--- src/sv/assert_macros.svh ---
// Assertion helpers shared by the RTL files. Each use starts on its own line.
`ifndef ASSERT_MACROS_SVH
`define ASSERT_MACROS_SVH

// The consequent must hold in the same cycle as the antecedent.
`define ASSERT_SAME(label, clk, rst_n, ante, cons) \
    label: assert property (@(posedge clk) disable iff (!(rst_n)) (ante) |-> (cons)) \
        else $error("assertion failed: same-cycle implication");

// The consequent must hold in the cycle after the antecedent.
`define ASSERT_NEXT(label, clk, rst_n, ante, cons) \
    label: assert property (@(posedge clk) disable iff (!(rst_n)) (ante) |=> (cons)) \
        else $error("assertion failed: next-cycle implication");

`endif

--- src/sv/modexp_pkg.sv ---
package modexp_pkg;

    // Width of the base value, the exponents and the residue field.
    localparam int unsigned WORD_W = 32;
    // Width of the configuration register index.
    localparam int unsigned CFG_IDX_W = 2;

    localparam logic [CFG_IDX_W-1:0] CFG_MODULUS     = 2'd0;
    localparam logic [CFG_IDX_W-1:0] CFG_PUBLIC_EXP  = 2'd1;
    localparam logic [CFG_IDX_W-1:0] CFG_PRIVATE_EXP = 2'd2;

    localparam logic REQ_ENCRYPT = 1'b0;
    localparam logic REQ_DECRYPT = 1'b1;

    typedef struct packed {
        logic              req_type;
        logic [WORD_W-1:0] base_value;
    } t_in_item;

    typedef struct packed {
        logic [WORD_W-1:0] residue;
        logic              fault;
    } t_out_item;

    // Status of the shared modular multiplier.
    typedef struct packed {
        logic busy;
        logic done;
    } t_mm_stat;

    typedef enum logic [2:0] {
        ST_IDLE,
        ST_REDUCE,
        ST_NEXT,
        ST_MUL,
        ST_SQR,
        ST_DONE
    } t_state;

endpackage

--- src/sv/modular_exponentiation.sv ---
// Modular exponentiation unit: each request carries a base and a request type, and
// one result returns base^e mod n. An encrypt request uses the public exponent on
// the low byte of the base and returns the full residue; a decrypt request uses the
// private exponent on the full 32-bit base and returns only the low 8 bits of the
// residue. A zero modulus returns residue 0 with fault set; a zero exponent returns
// 1. The modulus keeps its low MOD_BITS bits. Requests are handled one at a time:
// o_in_stall is low only while the unit is idle, which includes the time a finished
// result waits in the output register. The work is done by one bit-serial modular
// multiplier; the sequencer passes through ST_NEXT after each product. A request
// costs one reduction of the base, one squaring per exponent bit below the highest
// set bit, and one multiplication per set bit. With a zero modulus or zero exponent
// no product is formed: the unit goes straight to ST_DONE and loads the result
// register from there. Configuration must be written only while the unit is idle;
// the unit itself does not enforce this.
`include "assert_macros.svh"

module modular_exponentiation import modexp_pkg::*; #(
    parameter int unsigned MOD_BITS = 32
) (
    input  logic                 i_clk,
    input  logic                 i_rst_n,
    // Configuration write port.
    input  logic                 i_cfg_we,
    input  logic [CFG_IDX_W-1:0] i_cfg_idx,
    input  logic [WORD_W-1:0]    i_cfg_data,
    // Request channel.
    input  logic                 i_in_valid,
    output logic                 o_in_stall,
    input  t_in_item             i_in_req,
    // Result channel.
    output logic                 o_out_valid,
    input  logic                 i_out_stall,
    output t_out_item            o_out_res
);

    // Configuration registers.
    logic [MOD_BITS-1:0] r_mod;
    logic [WORD_W-1:0]   r_pub_exp;
    logic [WORD_W-1:0]   r_priv_exp;

    // Sequencer state and working registers.
    t_state              r_state, n_state;
    logic [MOD_BITS-1:0] r_sq, n_sq;
    logic [MOD_BITS-1:0] r_acc, n_acc;
    logic [WORD_W-1:0]   r_exp, n_exp;
    logic                r_dec, n_dec;
    logic                r_fault, n_fault;

    // Output register.
    logic                r_out_valid;
    t_out_item           r_out;

    // Shared multiplier hookup.
    logic                mm_start;
    logic [MOD_BITS-1:0] mm_a;
    logic [WORD_W-1:0]   mm_b;
    t_mm_stat            mm_stat;
    logic [MOD_BITS-1:0] mm_product;

    logic                in_accept;
    logic                out_free;
    logic                load_out;
    logic [MOD_BITS-1:0] one_mod;
    logic [WORD_W-1:0]   req_exp;
    logic [WORD_W-1:0]   req_base;

    assign in_accept = i_in_valid && (r_state == ST_IDLE);
    assign out_free  = !r_out_valid || !i_out_stall;

    // 1 mod n, which is 0 only when the modulus is one.
    assign one_mod = (r_mod == MOD_BITS'(1)) ? '0 : MOD_BITS'(1);

    // Encrypt works on the low byte of the base; decrypt on the whole word.
    assign req_exp  = (i_in_req.req_type == REQ_DECRYPT) ? r_priv_exp : r_pub_exp;
    assign req_base = (i_in_req.req_type == REQ_DECRYPT) ? i_in_req.base_value
                                                         : WORD_W'(i_in_req.base_value[7:0]);

    modexp_mulmod #(
        .MOD_BITS (MOD_BITS)
    ) u_mulmod (
        .i_clk     (i_clk),
        .i_rst_n   (i_rst_n),
        .i_start   (mm_start),
        .i_a       (mm_a),
        .i_b       (mm_b),
        .i_m       (r_mod),
        .o_stat    (mm_stat),
        .o_product (mm_product)
    );

    // Next-state logic. The exponent is consumed LSB first: a set bit costs a
    // multiply into the accumulator, and every step to the next bit costs a squaring.
    always_comb begin
        n_state = r_state;
        unique case (r_state)
            ST_IDLE: begin
                if (in_accept) begin
                    if ((r_mod == '0) || (req_exp == '0)) begin
                        n_state = ST_DONE;
                    end else begin
                        n_state = ST_REDUCE;
                    end
                end
            end
            ST_REDUCE: begin
                if (mm_stat.done) begin
                    n_state = ST_NEXT;
                end
            end
            ST_NEXT: begin
                priority if (r_exp == '0) begin
                    n_state = ST_DONE;
                end else if (r_exp[0]) begin
                    n_state = ST_MUL;
                end else begin
                    n_state = ST_SQR;
                end
            end
            ST_MUL: begin
                if (mm_stat.done) begin
                    n_state = ST_NEXT;
                end
            end
            ST_SQR: begin
                if (mm_stat.done) begin
                    n_state = ST_NEXT;
                end
            end
            ST_DONE: begin
                if (out_free) begin
                    n_state = ST_IDLE;
                end
            end
            default: n_state = ST_IDLE;
        endcase
    end

    // Datapath control and working register updates.
    always_comb begin
        mm_start = 1'b0;
        mm_a     = r_acc;
        mm_b     = WORD_W'(r_sq);
        n_sq     = r_sq;
        n_acc    = r_acc;
        n_exp    = r_exp;
        n_dec    = r_dec;
        n_fault  = r_fault;
        load_out = 1'b0;
        unique case (r_state)
            ST_IDLE: begin
                if (in_accept) begin
                    n_dec   = (i_in_req.req_type == REQ_DECRYPT);
                    n_exp   = req_exp;
                    n_fault = 1'b0;
                    priority if (r_mod == '0) begin
                        n_fault = 1'b1;
                        n_acc   = '0;
                    end else if (req_exp == '0) begin
                        n_acc = MOD_BITS'(1);
                    end else begin
                        // Reduce the base: (1 mod n) * base mod n.
                        n_acc    = one_mod;
                        mm_start = 1'b1;
                        mm_a     = one_mod;
                        mm_b     = req_base;
                    end
                end
            end
            ST_REDUCE: begin
                if (mm_stat.done) begin
                    n_sq = mm_product;
                end
            end
            ST_NEXT: begin
                if (r_exp != '0) begin
                    mm_start = 1'b1;
                    if (r_exp[0]) begin
                        mm_a = r_acc;
                    end else begin
                        mm_a = r_sq;
                    end
                end
            end
            ST_MUL: begin
                if (mm_stat.done) begin
                    n_acc    = mm_product;
                    n_exp[0] = 1'b0;
                end
            end
            ST_SQR: begin
                if (mm_stat.done) begin
                    n_sq  = mm_product;
                    n_exp = {1'b0, r_exp[WORD_W-1:1]};
                end
            end
            ST_DONE: begin
                load_out = out_free;
            end
            default: begin
            end
        endcase
    end

    always_ff @(posedge i_clk) begin
        if (!i_rst_n) begin
            r_state     <= ST_IDLE;
            r_out_valid <= 1'b0;
            r_mod       <= MOD_BITS'(1);
            r_pub_exp   <= WORD_W'(1);
            r_priv_exp  <= WORD_W'(1);
        end else begin
            r_state <= n_state;
            if (load_out) begin
                r_out_valid <= 1'b1;
            end else if (!i_out_stall) begin
                r_out_valid <= 1'b0;
            end
            if (i_cfg_we) begin
                unique case (i_cfg_idx)
                    CFG_MODULUS:     r_mod      <= i_cfg_data[MOD_BITS-1:0];
                    CFG_PUBLIC_EXP:  r_pub_exp  <= i_cfg_data;
                    CFG_PRIVATE_EXP: r_priv_exp <= i_cfg_data;
                    default: begin
                    end
                endcase
            end
        end
    end

    always_ff @(posedge i_clk) begin
        r_sq    <= n_sq;
        r_acc   <= n_acc;
        r_exp   <= n_exp;
        r_dec   <= n_dec;
        r_fault <= n_fault;
        if (load_out) begin
            r_out.fault <= r_fault;
            if (r_dec) begin
                r_out.residue <= WORD_W'(r_acc[7:0]);
            end else begin
                r_out.residue <= WORD_W'(r_acc);
            end
        end
    end

    assign o_in_stall  = (r_state != ST_IDLE);
    assign o_out_valid = r_out_valid;
    assign o_out_res   = r_out;

    `ASSERT_SAME(a_start_when_free, i_clk, i_rst_n, mm_start, !mm_stat.busy)
    `ASSERT_SAME(a_idle_unit_quiet, i_clk, i_rst_n, r_state == ST_IDLE, !mm_stat.busy)
    `ASSERT_NEXT(a_done_loads_out, i_clk, i_rst_n, (r_state == ST_DONE) && out_free,
        r_out_valid && (r_state == ST_IDLE))

endmodule

--- src/sv/modexp_mulmod.sv ---
`include "assert_macros.svh"

// Bit-serial interleaved modular multiplier: product = a * b mod m.
// One bit of b is consumed per cycle, MSB first. Requires a < m and m > 0.
module modexp_mulmod import modexp_pkg::*; #(
    parameter int unsigned MOD_BITS = 32
) (
    input  logic                i_clk,
    input  logic                i_rst_n,
    input  logic                i_start,
    input  logic [MOD_BITS-1:0] i_a,
    input  logic [WORD_W-1:0]   i_b,
    input  logic [MOD_BITS-1:0] i_m,
    output t_mm_stat            o_stat,
    output logic [MOD_BITS-1:0] o_product
);

    localparam int unsigned CNT_W = $clog2(WORD_W + 1);
    localparam int unsigned SUM_W = MOD_BITS + 2;

    logic [MOD_BITS-1:0] r_acc, n_acc;
    logic [MOD_BITS-1:0] r_a;
    logic [MOD_BITS-1:0] r_m;
    logic [WORD_W-1:0]   r_b;
    logic [CNT_W-1:0]    r_cnt;
    logic                r_busy;
    logic                r_done;

    logic [SUM_W-1:0] sum;
    logic [SUM_W-1:0] m_one;
    logic [SUM_W-1:0] m_two;

    // Sum stays below 3m, so at most two subtractions of m are needed;
    // both candidates are formed side by side and one is selected.
    always_comb begin
        m_one = SUM_W'(r_m);
        m_two = SUM_W'({r_m, 1'b0});
        sum   = SUM_W'({r_acc, 1'b0}) + (r_b[WORD_W-1] ? SUM_W'(r_a) : '0);
        if (sum >= m_two) begin
            n_acc = MOD_BITS'(sum - m_two);
        end else if (sum >= m_one) begin
            n_acc = MOD_BITS'(sum - m_one);
        end else begin
            n_acc = MOD_BITS'(sum);
        end
    end

    always_ff @(posedge i_clk) begin
        if (!i_rst_n) begin
            r_busy <= 1'b0;
            r_done <= 1'b0;
            r_cnt  <= '0;
        end else begin
            r_done <= 1'b0;
            if (i_start) begin
                r_busy <= 1'b1;
                r_cnt  <= CNT_W'(WORD_W);
            end else if (r_busy) begin
                r_cnt <= r_cnt - 1'b1;
                if (r_cnt == CNT_W'(1)) begin
                    r_busy <= 1'b0;
                    r_done <= 1'b1;
                end
            end
        end
    end

    always_ff @(posedge i_clk) begin
        if (i_start) begin
            r_acc <= '0;
            r_a   <= i_a;
            r_b   <= i_b;
            r_m   <= i_m;
        end else if (r_busy) begin
            r_acc <= n_acc;
            r_b   <= {r_b[WORD_W-2:0], 1'b0};
        end
    end

    assign o_stat.busy = r_busy;
    assign o_stat.done = r_done;
    assign o_product   = r_acc;

    `ASSERT_SAME(a_acc_reduced, i_clk, i_rst_n, r_busy || r_done, r_acc < r_m)
    `ASSERT_NEXT(a_done_single, i_clk, i_rst_n, r_done, !r_done)
    `ASSERT_NEXT(a_busy_counts, i_clk, i_rst_n, r_busy && !i_start && (r_cnt != CNT_W'(1)),
        r_busy && (r_cnt == $past(r_cnt) - 1'b1))

endmodule

--- config.mk ---
export PLATFORM = sky130hd
export DESIGN_NAME = modular_exponentiation
export DESIGN_NICKNAME = d
export VERILOG_FILES = /design/src/sv/modexp_pkg.sv /design/src/sv/modular_exponentiation.sv /design/src/sv/modexp_mulmod.sv
export VERILOG_INCLUDE_DIRS = /design/src /design/src/sv
export SDC_FILE = /design/constraint.sdc
export NUM_CORES = 1
export LEC_CHECK = 0
export ABC_AREA = 0
export BUFFER_PORTS_ARGS = -buffer_cell sky130_fd_sc_hd__buf_2
export CORE_ASPECT_RATIO = 0.8
export CORE_MARGIN = 4
export CORE_UTILIZATION = 50
export CTS_CLUSTER_DIAMETER = 80
export DETAILED_ROUTE_END_ITERATION = 8
export PLACE_DENSITY = 0.67
export SLEW_MARGIN = 20
export SYNTH_ARGS = -nofsm -noshare
export SYNTH_HDL_FRONTEND = slang
export SYNTH_SLANG_ARGS = --single-unit
--- constraint.sdc ---
create_clock -name i_clk -period 6.06 [get_ports i_clk]
set_input_delay 0.909 -clock i_clk [delete_from_list [all_inputs] [get_ports i_clk]]
set_output_delay 0.909 -clock i_clk [all_outputs]
set_load 0.01 [all_outputs]
# Word-level counts from Yosys, hierarchy flattened
# Cells that the tools add are included.
totals:
  register_bits: 367
  input_bits: 72
  output_inout_bits: 35
  elab_cells: 124
op_classes:
  n_addsub: 4
  order_cmp: 2
  eq_ne: 15
  mux: 50
  n_bitwise: 2
  reduce_logical: 29
ops:
  columns: ["op", "count"]
  rows:
  - ["2-to-1 mux 32 bit", 20]
  - ["one-hot mux 32 bit (2 select lines)", 2]
  - ["zero test 32 bit", 3]
  - ["subtractor 32 bit", 2]
  - ["one-hot mux 31 bit (2 select lines)", 1]
  - ["adder 33 x 32 -> 34 bit", 1]
  - [">= comparator 34 x 32 -> 1 bit", 1]
  - [">= comparator 34 x 33 -> 1 bit", 1]
  - ["== test 32 x 1 -> 1 bit (second input constant)", 1]
  - ["nonzero test 32 bit", 1]
  - ["2-to-1 mux 3 bit", 6]
  - ["2-to-1 mux 1 bit", 16]
  - ["2-to-1 mux 6 bit", 2]
  - ["one-hot mux 3 bit (4 select lines)", 1]
  - ["AND reduction 2 bit", 5]
  - ["AND reduction 3 bit", 3]
  - ["inequality test 2 x 1 -> 1 bit (second input constant)", 4]
  - ["== test 3 x 2 -> 1 bit (second input constant)", 2]
  - ["== test 3 bit (second input constant)", 2]
  - ["== test 6 x 1 -> 1 bit (second input constant)", 1]
  - ["nonzero test 2 bit", 3]
  - ["nonzero test 3 bit", 2]
  - ["OR reduction 3 bit", 2]
  - ["subtractor 6 x 1 -> 6 bit (second input constant)", 1]
  - ["14 further kinds", 19]

# Longest topological paths before layout
# Gate-level depths: netlist of run 1.
depth:
  word_depth: 7
  ltp_mapped: 27
  mapped_depth_nobuf: 23

# Hierarchy
# Synthesis of run 1 repeated with hierarchy kept, for this count alone.
unflattened:
  cells_unflattened: 2146
  area_unflattened_um2: 20499.7
by_module_without_submodules:
  columns: ["module", "instances", "cells_per_inst", "area_each_um2", "seq_area_each_um2"]
  rows:
  - ["modexp_mulmod", 1, 1159, 10647.7, 3683.5]
  - ["modular_exponentiation", 1, 987, 9851.9, 5935.7]

# Worst setup path after synthesis of run 1
# No wires, ideal clock.
synth_path:
  path_kind: "register to register"
  start: "register u_mulmod.r_b[31]"
  end: "register u_mulmod.r_acc[1] (netlist: u_mulmod.o_product[1])"
  setup_ns: 0.117
  t_arrival_ns: 4.770
  required_ns: 5.943
  path_slack_ns: 1.173
  stages_incl_launch_ff: 25
  n_path_buf: 4
  period_less_slack_ns: 4.887
  path_cell_list: "edfxtp_1 > clkbuf_1 > and2_1 > ha_1 > inv_1 > fa_1 > nand2b_1 > a21oi_1 > o211ai_1 > a31oi_1 > a21oi_1 > xnor2_1 > ha_1 > clkbuf_1 > a211oi_1 > o21bai_1 > a21o_1 > a21oi_1 > nand2_1 > a21oi_1 > o21a_1 > clkbuf_1 > clkbuf_1 > o211ai_2 > a22o_1"
synth_via:
  elab_chain_cells: 5
  elab_cells_between_ends: 8
  cone_classes: "add/sub (3); order compare (2); mux (3)"
synth_rtl:
  columns: ["element", "line", "rtl"]
  rows:
  - ["from (decl)", "modexp_mulmod.sv:24", "logic [WORD_W-1:0] r_b;"]
  - ["from (signal assigned)", "modexp_mulmod.sv:72", "r_b <= i_b;"]
  - ["from (signal assigned)", "modexp_mulmod.sv:76", "r_b <= {r_b[WORD_W-2:0], 1'b0};"]
  - ["2-to-1 mux 32 bit *", "modexp_mulmod.sv:38", "sum = SUM_W'({r_acc, 1'b0}) + (r_b[WORD_W-1] ? SUM_W'(r_a) : '0);"]
  - ["adder 33 x 32 -> 34 bit *", "modexp_mulmod.sv:38", null]
  - ["subtractor 32 bit or >= comparator 34 x 32 -> 1 bit (tied branches)", "modexp_mulmod.sv:42, modexp_mulmod.sv:41", null]
  - ["2-to-1 mux 32 bit", "modexp_mulmod.sv:41", "end else if (sum >= m_one) begin"]
  - ["2-to-1 mux 32 bit *", "modexp_mulmod.sv:39", "if (sum >= m_two) begin"]
  - ["to (signal assigned)", "modexp_mulmod.sv:75", "r_acc <= n_acc;"]
  - ["to (decl)", "modexp_mulmod.sv:21", "logic [MOD_BITS-1:0] r_acc, n_acc;"]
# Mark *: on every way between the ends. The rest lies on a longest branch, timed or not.
# A chain may end at the register's enable or synchronous reset.

# Final worst setup path of run 1
layout_path:
  start: "register u_mulmod.r_b[31]"
  end: "register u_mulmod.r_acc[29] (netlist: u_mulmod.o_product[29])"
# Same word-level chain as after synthesis.

==> results of run 1 <==
critical path, stage by stage (launching register included):
cell	delay (ns)
sky130_fd_sc_hd__edfxtp_1	0.56
sky130_fd_sc_hd__and2_1	0.22
sky130_fd_sc_hd__ha_1	0.44
sky130_fd_sc_hd__nand3_1	0.15
sky130_fd_sc_hd__o211ai_1	0.32
sky130_fd_sc_hd__a221oi_4	0.14
sky130_fd_sc_hd__o21ai_0	0.32
sky130_fd_sc_hd__nand2_1	0.13
sky130_fd_sc_hd__o221ai_1	0.16
sky130_fd_sc_hd__a21oi_1	0.10
sky130_fd_sc_hd__xnor2_1	0.52
sky130_fd_sc_hd__ha_1	0.29
sky130_fd_sc_hd__nand2_1	0.14
sky130_fd_sc_hd__or3_1	0.40
sky130_fd_sc_hd__nor4_1	0.29
sky130_fd_sc_hd__a21oi_1	0.10
sky130_fd_sc_hd__nand3_1	0.11
sky130_fd_sc_hd__nor2_1	0.06
sky130_fd_sc_hd__o21a_1	0.22
sky130_fd_sc_hd__buf_4	0.21
sky130_fd_sc_hd__nor2_1	0.32
sky130_fd_sc_hd__a32oi_1	0.16
sky130_fd_sc_hd__o311ai_1	0.11
layout make-up:
class                      instances  area, um^2
fill                            3584       17500
multi-input combinational       1640       10300
sequential                       367        9620
clock buffer                      50        1100
timing repair buffer             140         818
tap                              544         681
clock inverter                    24         330
inverter                          65         246
antenna                            1        2.50
per-layer routing:
| layer | share of wire (%) | global-route usage, % | vias up |
|---|---|---|---|
| met1 | 49 | 38.3 | 7977 |
| met5 | 0.023 | 0 | - |
| li1 | - | - | 8071 |
| met2 | 41 | 36.9 | 663 |
| met3 | 8.0 | 4.53 | 82 |
| met4 | 2.0 | 5.63 | 2 |
stage by stage:
| stage | setup slack [ns] | std cells | hold slack (ns) |
|---|---|---|---|
| 2_1_floorplan | 1.17 | 2184 | 0.400 |
| 6_report | 0.463 | 2831 | 0.454 |
| 3_3_place_gp | 0.507 | 2755 | 0.419 |
| 5_1_grt | 0.0286 | 2830 | 0.469 |
| 4_1_cts | 0.310 | 2829 | 0.455 |
| 3_5_place_dp | 0.333 | 2755 | 0.439 |
cell usage after synthesis, drive strengths merged, types with 5 or more instances:
master  count
o21a       25
xor2       29
o211ai     20
o21ai     133
nor4       34
o21bai      9
mux2i      49
inv        64
xnor2      56
nand2b     10
buf         8
a31oi      39
clkbuf    104
nor2b      32
ha         97
nand2     416
nand4      17
dfxtp     140
a22o       34
o221a       5
and3        7
nor3       30
o221ai     12
or3         5
edfxtp    227
o31a        5
a21o       36
a211oi     18
a21oi     123
nand3      59
and2       70
a21boi    100
or2         5
nor2       97
logic make-up after synthesis:
logic type,Yosys count
AO/OA/AOI/OAI,607
XOR/XNOR,85
adder cells (fa/ha/maj),100
buffers and inverters,177
flip-flops,367
multiplexers,50
AND/OR/NAND/NOR,798
state kept, by name (all words and copies together), names as in the netlist:
name                count
u_mulmod.r_done         1
u_mulmod.r_busy         1
r_state                 3
u_mulmod.r_a           32
r_fault                 1
o_out_res              33
r_mod                  32
u_mulmod.r_m           32
r_exp                  32
o_out_valid             1
r_dec                   1
r_acc                  32
r_pub_exp              32
u_mulmod.r_b           32
u_mulmod.r_cnt          6
r_sq                   32
u_mulmod.o_product     32
r_priv_exp             32
power breakdown:
| part | leakage, nW | internal [mW] | switching [mW] |
|---|---|---|---|
| Clock | 0.687 | 1.57 | 1.06 |
| Combinational | 4.95 | 2.08 | 3.36 |
| Sequential | 3.31 | 2.92 | 0.224 |
worst max-delay path by stage:
stage | end | slack (ns) | cells after the start
after global routing | u_mulmod.o_product[9]$_SDFFE_PP0P_ | 0.03 | 22
after global placement | u_mulmod.o_product[3]$_SDFFE_PP0P_ | 0.51 | 22
after CTS | u_mulmod.o_product[9]$_SDFFE_PP0P_ | 0.31 | 23
final | u_mulmod.o_product[29]$_SDFFE_PP0P_ | 0.46 | 22
after detailed placement | u_mulmod.o_product[9]$_SDFFE_PP0P_ | 0.33 | 23
after floorplan | u_mulmod.o_product[1]$_SDFFE_PP0P_ | 1.17 | 24
==> impl.org, run 1 <==
** Worst hold path
- The worst hold path belongs to the class reg -> reg.
- Hold Crit Depth :: 0
- End of the worst hold path :: o_out_res[0]$_DFFE_PP_
- The worst hold path begins at r_fault$_DFFE_PP_.

** Pwr
- The design draws 11.2 mW.
- Summed over all cells, the static leakage comes to ~9 nW.
- Worst supply voltage drop on vdd :: 0.000209 V
- Power per unit of standard cell area :: 485 nW/um^2

** Clock tree
- For this design, the CTS-stage hold fixing added 0 buffers.
- TritonCTS built the clock tree.
- Total setup buffers inserted after CTS :: 0
- At the later pin of the worst-skew pair, clock insertion delay measures around 0.56 ns.
- No sink is reached through more buffers than the 3 on the longest clock path.
- The root buffer cell chosen for the clock tree is sky130_fd_sc_hd__clkbuf_16.
- Gates resized, CTS repair :: 0
- TritonCTS Buffers :: 40
- Clock slew at the register clock pins of the worst setup and hold paths :: 0.06 ns
- The clock tree synthesis step divided the H-tree into 2 levels.
- The clock net in this run drives a total of 367 sinks.

** Critical path
- Data on the critical path is required at its endpoint by ~6.5 ns.
- Start-to-end type of the worst setup path :: reg -> reg
- At the worst endpoint, the arrival time is 6.05 ns.
- For the worst flop-to-flop path, the logic depth is 22.
- Biggest fanout along the worst timing path :: 16
- Destination of the worst register-to-register timing path :: u_mulmod.o_product[29]$_SDFFE_PP0P_
- Critical path capture point type :: flip-flop
- The worst setup path is launched from a flip-flop.
- Setup slack on the worst reg-to-reg path comes out at 0.46 ns.
- Launch point of the worst path :: u_mulmod.r_b[31]$_DFFE_PP_
- Origin of the critical flop-to-flop path :: u_mulmod.r_b[31]$_DFFE_PP_

** Synthesis
- Sorting the synthesized cells by area gives the leading types as sky130_fd_sc_hd__edfxtp_1, sky130_fd_sc_hd__dfxtp_1, sky130_fd_sc_hd__nand2_1.
- EDFF count, synth :: 227
- The Yosys step of the flow raised 0 warnings.
- The synthesized netlist devotes 3.62% of its cell area to XOR and XNOR gates.
- After synthesis the netlist holds a flip-flop and latch count of 367.
- Proportion of synthesized area in mux cells :: 2.44%
- Post-synthesis instance total :: 2184
- Netlist cell types :: 83
- Of all flip-flops after synthesis, the portion carrying an async set or reset was 0%.
- After synthesis, flip-flops and latches occupy 46.8% of the total area.
- Synthesized-area fraction occupied by ao, oa, aoi and oai cells :: 19.8%
- Main combinational cell family by area after synthesis :: compound AO/OA/AOI/OAI gates
- Syn_area_per_cell :: between 9 and 10 um^2
- Simple-Gate Fraction of Synth Area :: 17.8%
- The number of nets in the synthesized netlist is 2356.
- Leading register cell type out of synthesis :: sky130_fd_sc_hd__edfxtp_1
- The synthesized design devotes to its leading area cell type between 30 and 40% of total area.
- Post-synthesis cell area :: 20600 um^2
- The synthesized netlist devotes under 10% of its cell area to adder and majority cells.
- sky130_fd_sc_hd__edfxtp_1 takes more of the synthesized area than any other cell.

** STA
- Derived from the worst setup path, the maximum achievable clock frequency is 0.179 GHz.
- For the pin with the worst max-slew slack, the measured transition is between 0.9 and 1 ns.
- Share of the cycle needed by the critical path after routing :: just over 90%
- The max-slew violation count was 0.
- Setup repair after global routing left no endpoint under its margin.
- Skew final :: approximately 0.017 ns
- Setup violations remaining at the end of the flow were counted as 0.
- The worst path needs 5.60 ns of the cycle, external delays included.
- Count of final hold-check violations :: 0
- For the final routed database, the setup TNS stands at 0 ns.
- Worst slew margin relative to its limit :: 34.2%

** GRT
- The via count of the first global-routing pass was 15800.
- Entering global routing, the biggest net connects 90 pins.
- First-pass GRT wire length :: 89.9 mm
- Number of antenna violations at the first check in global routing :: 2
- Global routing used 25.0% of the available tracks across all layers.
- Overall overflow remaining after global route :: 0

** Finish
- The finished cells cover between 20000 and 25000 um^2.
- Compared with the post-synthesis result, the final layout area differs by 12.4%.
- After the last flow step, the layout net total stands at 2426.
- For this run, the share of the core covered by cells in the final layout is 56.9%.
- Commonest non-fill, non-tap cell in the layout :: sky130_fd_sc_hd__nand2_1
- Fraction of final layout cells with drive strength greater than 1 :: between 10% and 20%
- Most frequent cells in the layout :: sky130_fd_sc_hd__nand2_1, sky130_fd_sc_hd__edfxtp_1, sky130_fd_sc_hd__dfxtp_1

** Detailed routing
- Average via count per standard cell :: about 5.9
- Post-Route WL :: approximately 57 mm
- In this run the remaining antenna-violating nets after routing total 0.
- DR pass1 iterations :: 5
- Wire length per cell :: 20.2 um
- Total number of vias :: roughly 17000
- In this run, the number of DRC markers left after iteration 0 of detailed routing was 1474.
- In the routed design, unresolved DRC markers number 0.

** Placed design
- Summed over all nets, the half-perimeter wirelength after detailed placement is 42.1 mm.
- After detailed placement, the total cell area comes to 21600 um^2.
- Number of buffers added on ports :: 106
- Weighted congestion reported at the end of routability-driven placement :: 0.951

** Floorplanning
- In this run the vertical extent of the chip is 189 um.
- Overall die width :: ~230 um
- Die area :: 44400 um^2
- Placement row count :: 66
- 107 I/O pins were placed.
- Effective utilization at floorplan :: 50.6%
- After floorplanning, the core was sized to cover between 40000 and 50000 um^2.

** Flow run
- Max-cap violations in this run came to 0.

** Run status
- Run status :: finished clean
Power figures use the tool's default switching activity.
==> inputs of run 2 (changes only) <==
ABC_AREA = 1   (was 0)
==> impl.org, run 2 <==
** Floorplanning
- The number of placed I/O pins came to 107 (unchanged).
- Die Ht :: 197 um (+4.1%)
- The area of the core was 44300 um^2 (+9.0%).
- The initial standard-cell utilization of the core is 50.5% (-0.084 points).
- The chip width was 244 um (+4.2%).
- Placement row count :: 69 (+4.5%)
- The total die area was 48200 um^2 (+8.5%).

** Clock tree
- The buffers inserted during post-CTS setup optimization is 0 (unchanged).
- The post-cts resize count is 0 (unchanged).
- Number of H-tree levels :: 2 (unchanged)
- The maximum clock path buffer count came to 3 (unchanged).
- TritonCTS built the clock tree.
- TritonCTS Buffers :: 41 (+2.5%)
- Clock slew at the register clock pins of the worst setup and hold paths :: 0.06 ns (about the same)
- The clock net sink count came to 367 (unchanged).
- CTS placed an instance of sky130_fd_sc_hd__clkbuf_16 at the clock tree root.
- The hold buffer count at CTS was 0 (unchanged).
- The clock insertion delay at the later pin of the skew report came to 0.57 ns (about the same).

** Synthesis
- The number of distinct library cells after synthesis is 44 (-47%).
- The area of the mapped netlist is 22400 um^2 (+8.8%).
- The synthesized-area fraction occupied by xor and xnor cells came to 2.27% (-1.4 points).
- Share of flip-flops with an asynchronous set or reset :: 0% (unchanged)
- Most instantiated cells after synthesis :: sky130_fd_sc_hd__nand2_1, sky130_fd_sc_hd__inv_1, sky130_fd_sc_hd__nor2_1
- Nets in the synthesized netlist :: 3194 (+36%)
- Proportion of synthesized area in mux cells :: 0.806% (-1.6 points)
- Main combinational cell family by area after synthesis :: simple AND/OR/NAND/NOR gates
- Register bit count reported by yosys :: 367 (unchanged)
- The synthesized-area fraction occupied by adder cells came to 5.69% (-0.50 points).
- EDFF count, synth :: 227 (unchanged)
- The share of the yosys chip area belonging to registers was 43.0% (-3.8 points).
- The area share of the leading cell type in the synthesized netlist is 30.5% (-2.7 points).
- The number of warning messages in the yosys log came to 0 (unchanged).
- Among all cell types in the netlist, the one instantiated most often is sky130_fd_sc_hd__nand2_1.
- Post-synthesis instance total :: 3022 (+38%)
- In the synthesized netlist the dominant register cell turns out to be sky130_fd_sc_hd__edfxtp_1.
- sky130_fd_sc_hd__edfxtp_1 takes more of the synthesized area than any other cell.
- By area the synthesized netlist is led by sky130_fd_sc_hd__edfxtp_1, sky130_fd_sc_hd__nand2_1, sky130_fd_sc_hd__dfxtp_1.
- The compound-cell area share of the yosys netlist came to 12.6% (-7.1 points).
- The mean cell area of the mapped netlist is 7.40 um^2 (-21%).
- The area share of and/or/nand/nor cells after synthesis came to 26.3% (+8.5 points).

** GRT
- The sum of overflow across all layers after global routing was 0 (unchanged).
- Number of global-route vias before repair :: 19400 (+23%)
- The global routing usage summed across all routing layers is 29.6% (+4.6 points).
- Pin count of the biggest net entering global routing :: 109 (+21%)
- The global-route wire length before repair was 111 mm (+24%).
- Number of antenna violations at the first check in global routing :: 1 (-1)

** STA
- Setup repair after global routing missed its margin :: no
- Upper clock frequency limit :: 0.186 GHz (+4.0%)
- Count of final hold-check violations :: 0 (unchanged)
- The sum of negative setup slack is 0 ns (unchanged).
- Worst Tran Pin Value :: 1.08 ns (+0.0890 ns)
- The fraction of the cycle the final worst path needs came to 88.8% (-3.5 points).
- Slew Viols, Final :: 0 (unchanged)
- The post-route minimum period is 5.38 ns (-0.214 ns).
- The worst max-slew margin expressed relative to the limit came to 28.2% (-6.0 points).
- The number of endpoints failing setup at the final stage was 0 (unchanged).
- Skew final :: 0.0289 ns (+0.0122 ns)
- Crit path setup slack, layout :: 0.677 ns (+0.214 ns)

** Detailed routing
- The antenna violation net count after detailed routing was 0 (unchanged).
- The average vias per placed instance was 5.51 (-7.2%).
- Count of unresolved DRC violations after routing :: 0 (unchanged)
- DR pass1 iterations :: 6 (+1)
- The final routed wire length divided by cell count is 19.6 um (-3.3%).
- Total number of vias :: 20500 (+22%)
- The wire length after detailed routing came to 72.9 mm (+27%).
- The first-iteration detailed-routing DRC count came to 1885 (+28%).

** Finish
- Number of nets in the final layout :: 3263 (+35%)
- Filler Cells Inserted :: 4300 (+20%)
- Synthesis-to-finish area growth :: 10.8%
- The antenna cell count was 0 (-1).
- The number of flip-flops under the largest register name was 33 (unchanged).
- Most frequent cells in the layout :: sky130_fd_sc_hd__nand2_1, sky130_fd_sc_hd__inv_1, sky130_fd_sc_hd__nor2_1
- Fraction of final layout cells with drive strength greater than 1 :: 7.56% (-2.8 points)
- The library cell used most frequently in the layout, excluding fill and tap cells, is sky130_fd_sc_hd__nand2_1.

** Placed design
- The count of port buffers added during placement was 106 (unchanged).
- Worst slack at placement :: 0.842 ns (+0.509 ns)
- HPWL after detailed placement :: 56.4 mm (+34%)
- The final estimated routing congestion in global placement was 1.01 (+6.2%).

** Run status
- Run status :: finished clean

** Flow run
- Number of maximum-capacitance constraint violations :: 0 (unchanged)

** Critical path
- Biggest fanout along the worst timing path :: 37 (+21)
- The worst setup path is launched from a flip-flop.
- Data arrival time of the worst path :: 5.82 ns (-0.23 ns)
- Worst path slowest cell :: sky130_fd_sc_hd__edfxtp_1
- Most common cell type on the critical path :: sky130_fd_sc_hd__nand2_1
- The critical path required time was 6.50 ns (-0.02 ns).
- Critical path capture point type :: flip-flop
- The delay of the slowest critical-path stage came to 0.38 ns (-0.18 ns).
- By startpoint and endpoint, the worst setup path is classified as reg -> reg.

** Worst hold path
- Classification of the worst-slack hold path :: reg -> reg
run 2: cell count changes after synthesis, sizes merged, moves of 34 or more:
cell    change
a22o       -34
nand2     +358
o21ai      +77
a21boi     -94
and2       -68
a21oi      +75
o211ai     +37
nor2      +264
nand3     +105
mux2i      -49
inv       +370
run 2: cell type report:
class | count | area, um^2 | area share (%)
Clock buffer | 61 | 1160 | 4.69
Clock inverter | 13 | 133 | 0.535
Inverter | 437 | 1640 | 6.62
Multi-Input combinational cell | 2111 | 10700 | 43.2
Sequential cell | 367 | 9620 | 38.8
Tap cell | 603 | 754 | 3.04
Timing Repair Buffer | 133 | 758 | 3.06
run 2: worst paths after layout:
path	startpoint	to	slack (ns)	depth (start not counted)
setup reg to reg	u_mulmod.r_b[31]$_DFFE_PP_	u_mulmod.o_product[23]$_SDFFE_PP0P_	0.68	25
hold reg to reg	r_fault$_DFFE_PP_	o_out_res[0]$_DFFE_PP_	0.42	0
hold / removal	r_fault$_DFFE_PP_	o_out_res[0]$_DFFE_PP_	0.42	0
setup / recovery	u_mulmod.r_b[31]$_DFFE_PP_	u_mulmod.o_product[23]$_SDFFE_PP0P_	0.68	25
run 2: routing by layer:
layer  wire length, um  vias to the layer above  GRT usage [%]  part of all wire, %
li1                  -                    10000              -                    -
met1             33300                     9642           42.4                   46
met2             31400                      704           44.8                   43
met3              6000                      127           7.36                  8.2
met4              2200                        2           8.87                  3.0
met5                12                        -              0                0.016
run 2: metrics by stage:
step / hold WS (ns) / instances / utilization [%] / area [um^2]
CTS: 0.420 / 3725 / 56.0 / 24800
floorplan: 0.400 / 3022 / - / 22400
detailed placement: 0.424 / 3651 / 53.0 / 23500
finish: 0.418 / 3725 / 56.0 / 24800
global placement: 0.402 / 3651 / 53.0 / 23500
global route: 0.426 / 3725 / 56.0 / 24800
run 2: cells by family after synthesis:
kind of cell / after synthesis
compound gates: 514
xor+xnor: 58
fa+ha+maj: 100
mux: 16
simple gates: 1423
flops: 367
buf+inv: 544
run 2: worst max-delay path, delay by kind of cell, from the launching register on:
family	cells	cell delay [ns]
AO/OA/AOI/OAI	3	0.66
AND/OR/NAND/NOR	15	2.82
adder cells (fa/ha/maj)	2	0.73
buffers and inverters	5	0.62
flip-flops	1	0.38
Power of run 2 is left out: the tool's default activity adds up to more than one toggle a clock period on the data nets, which glitch-free logic cannot reach.
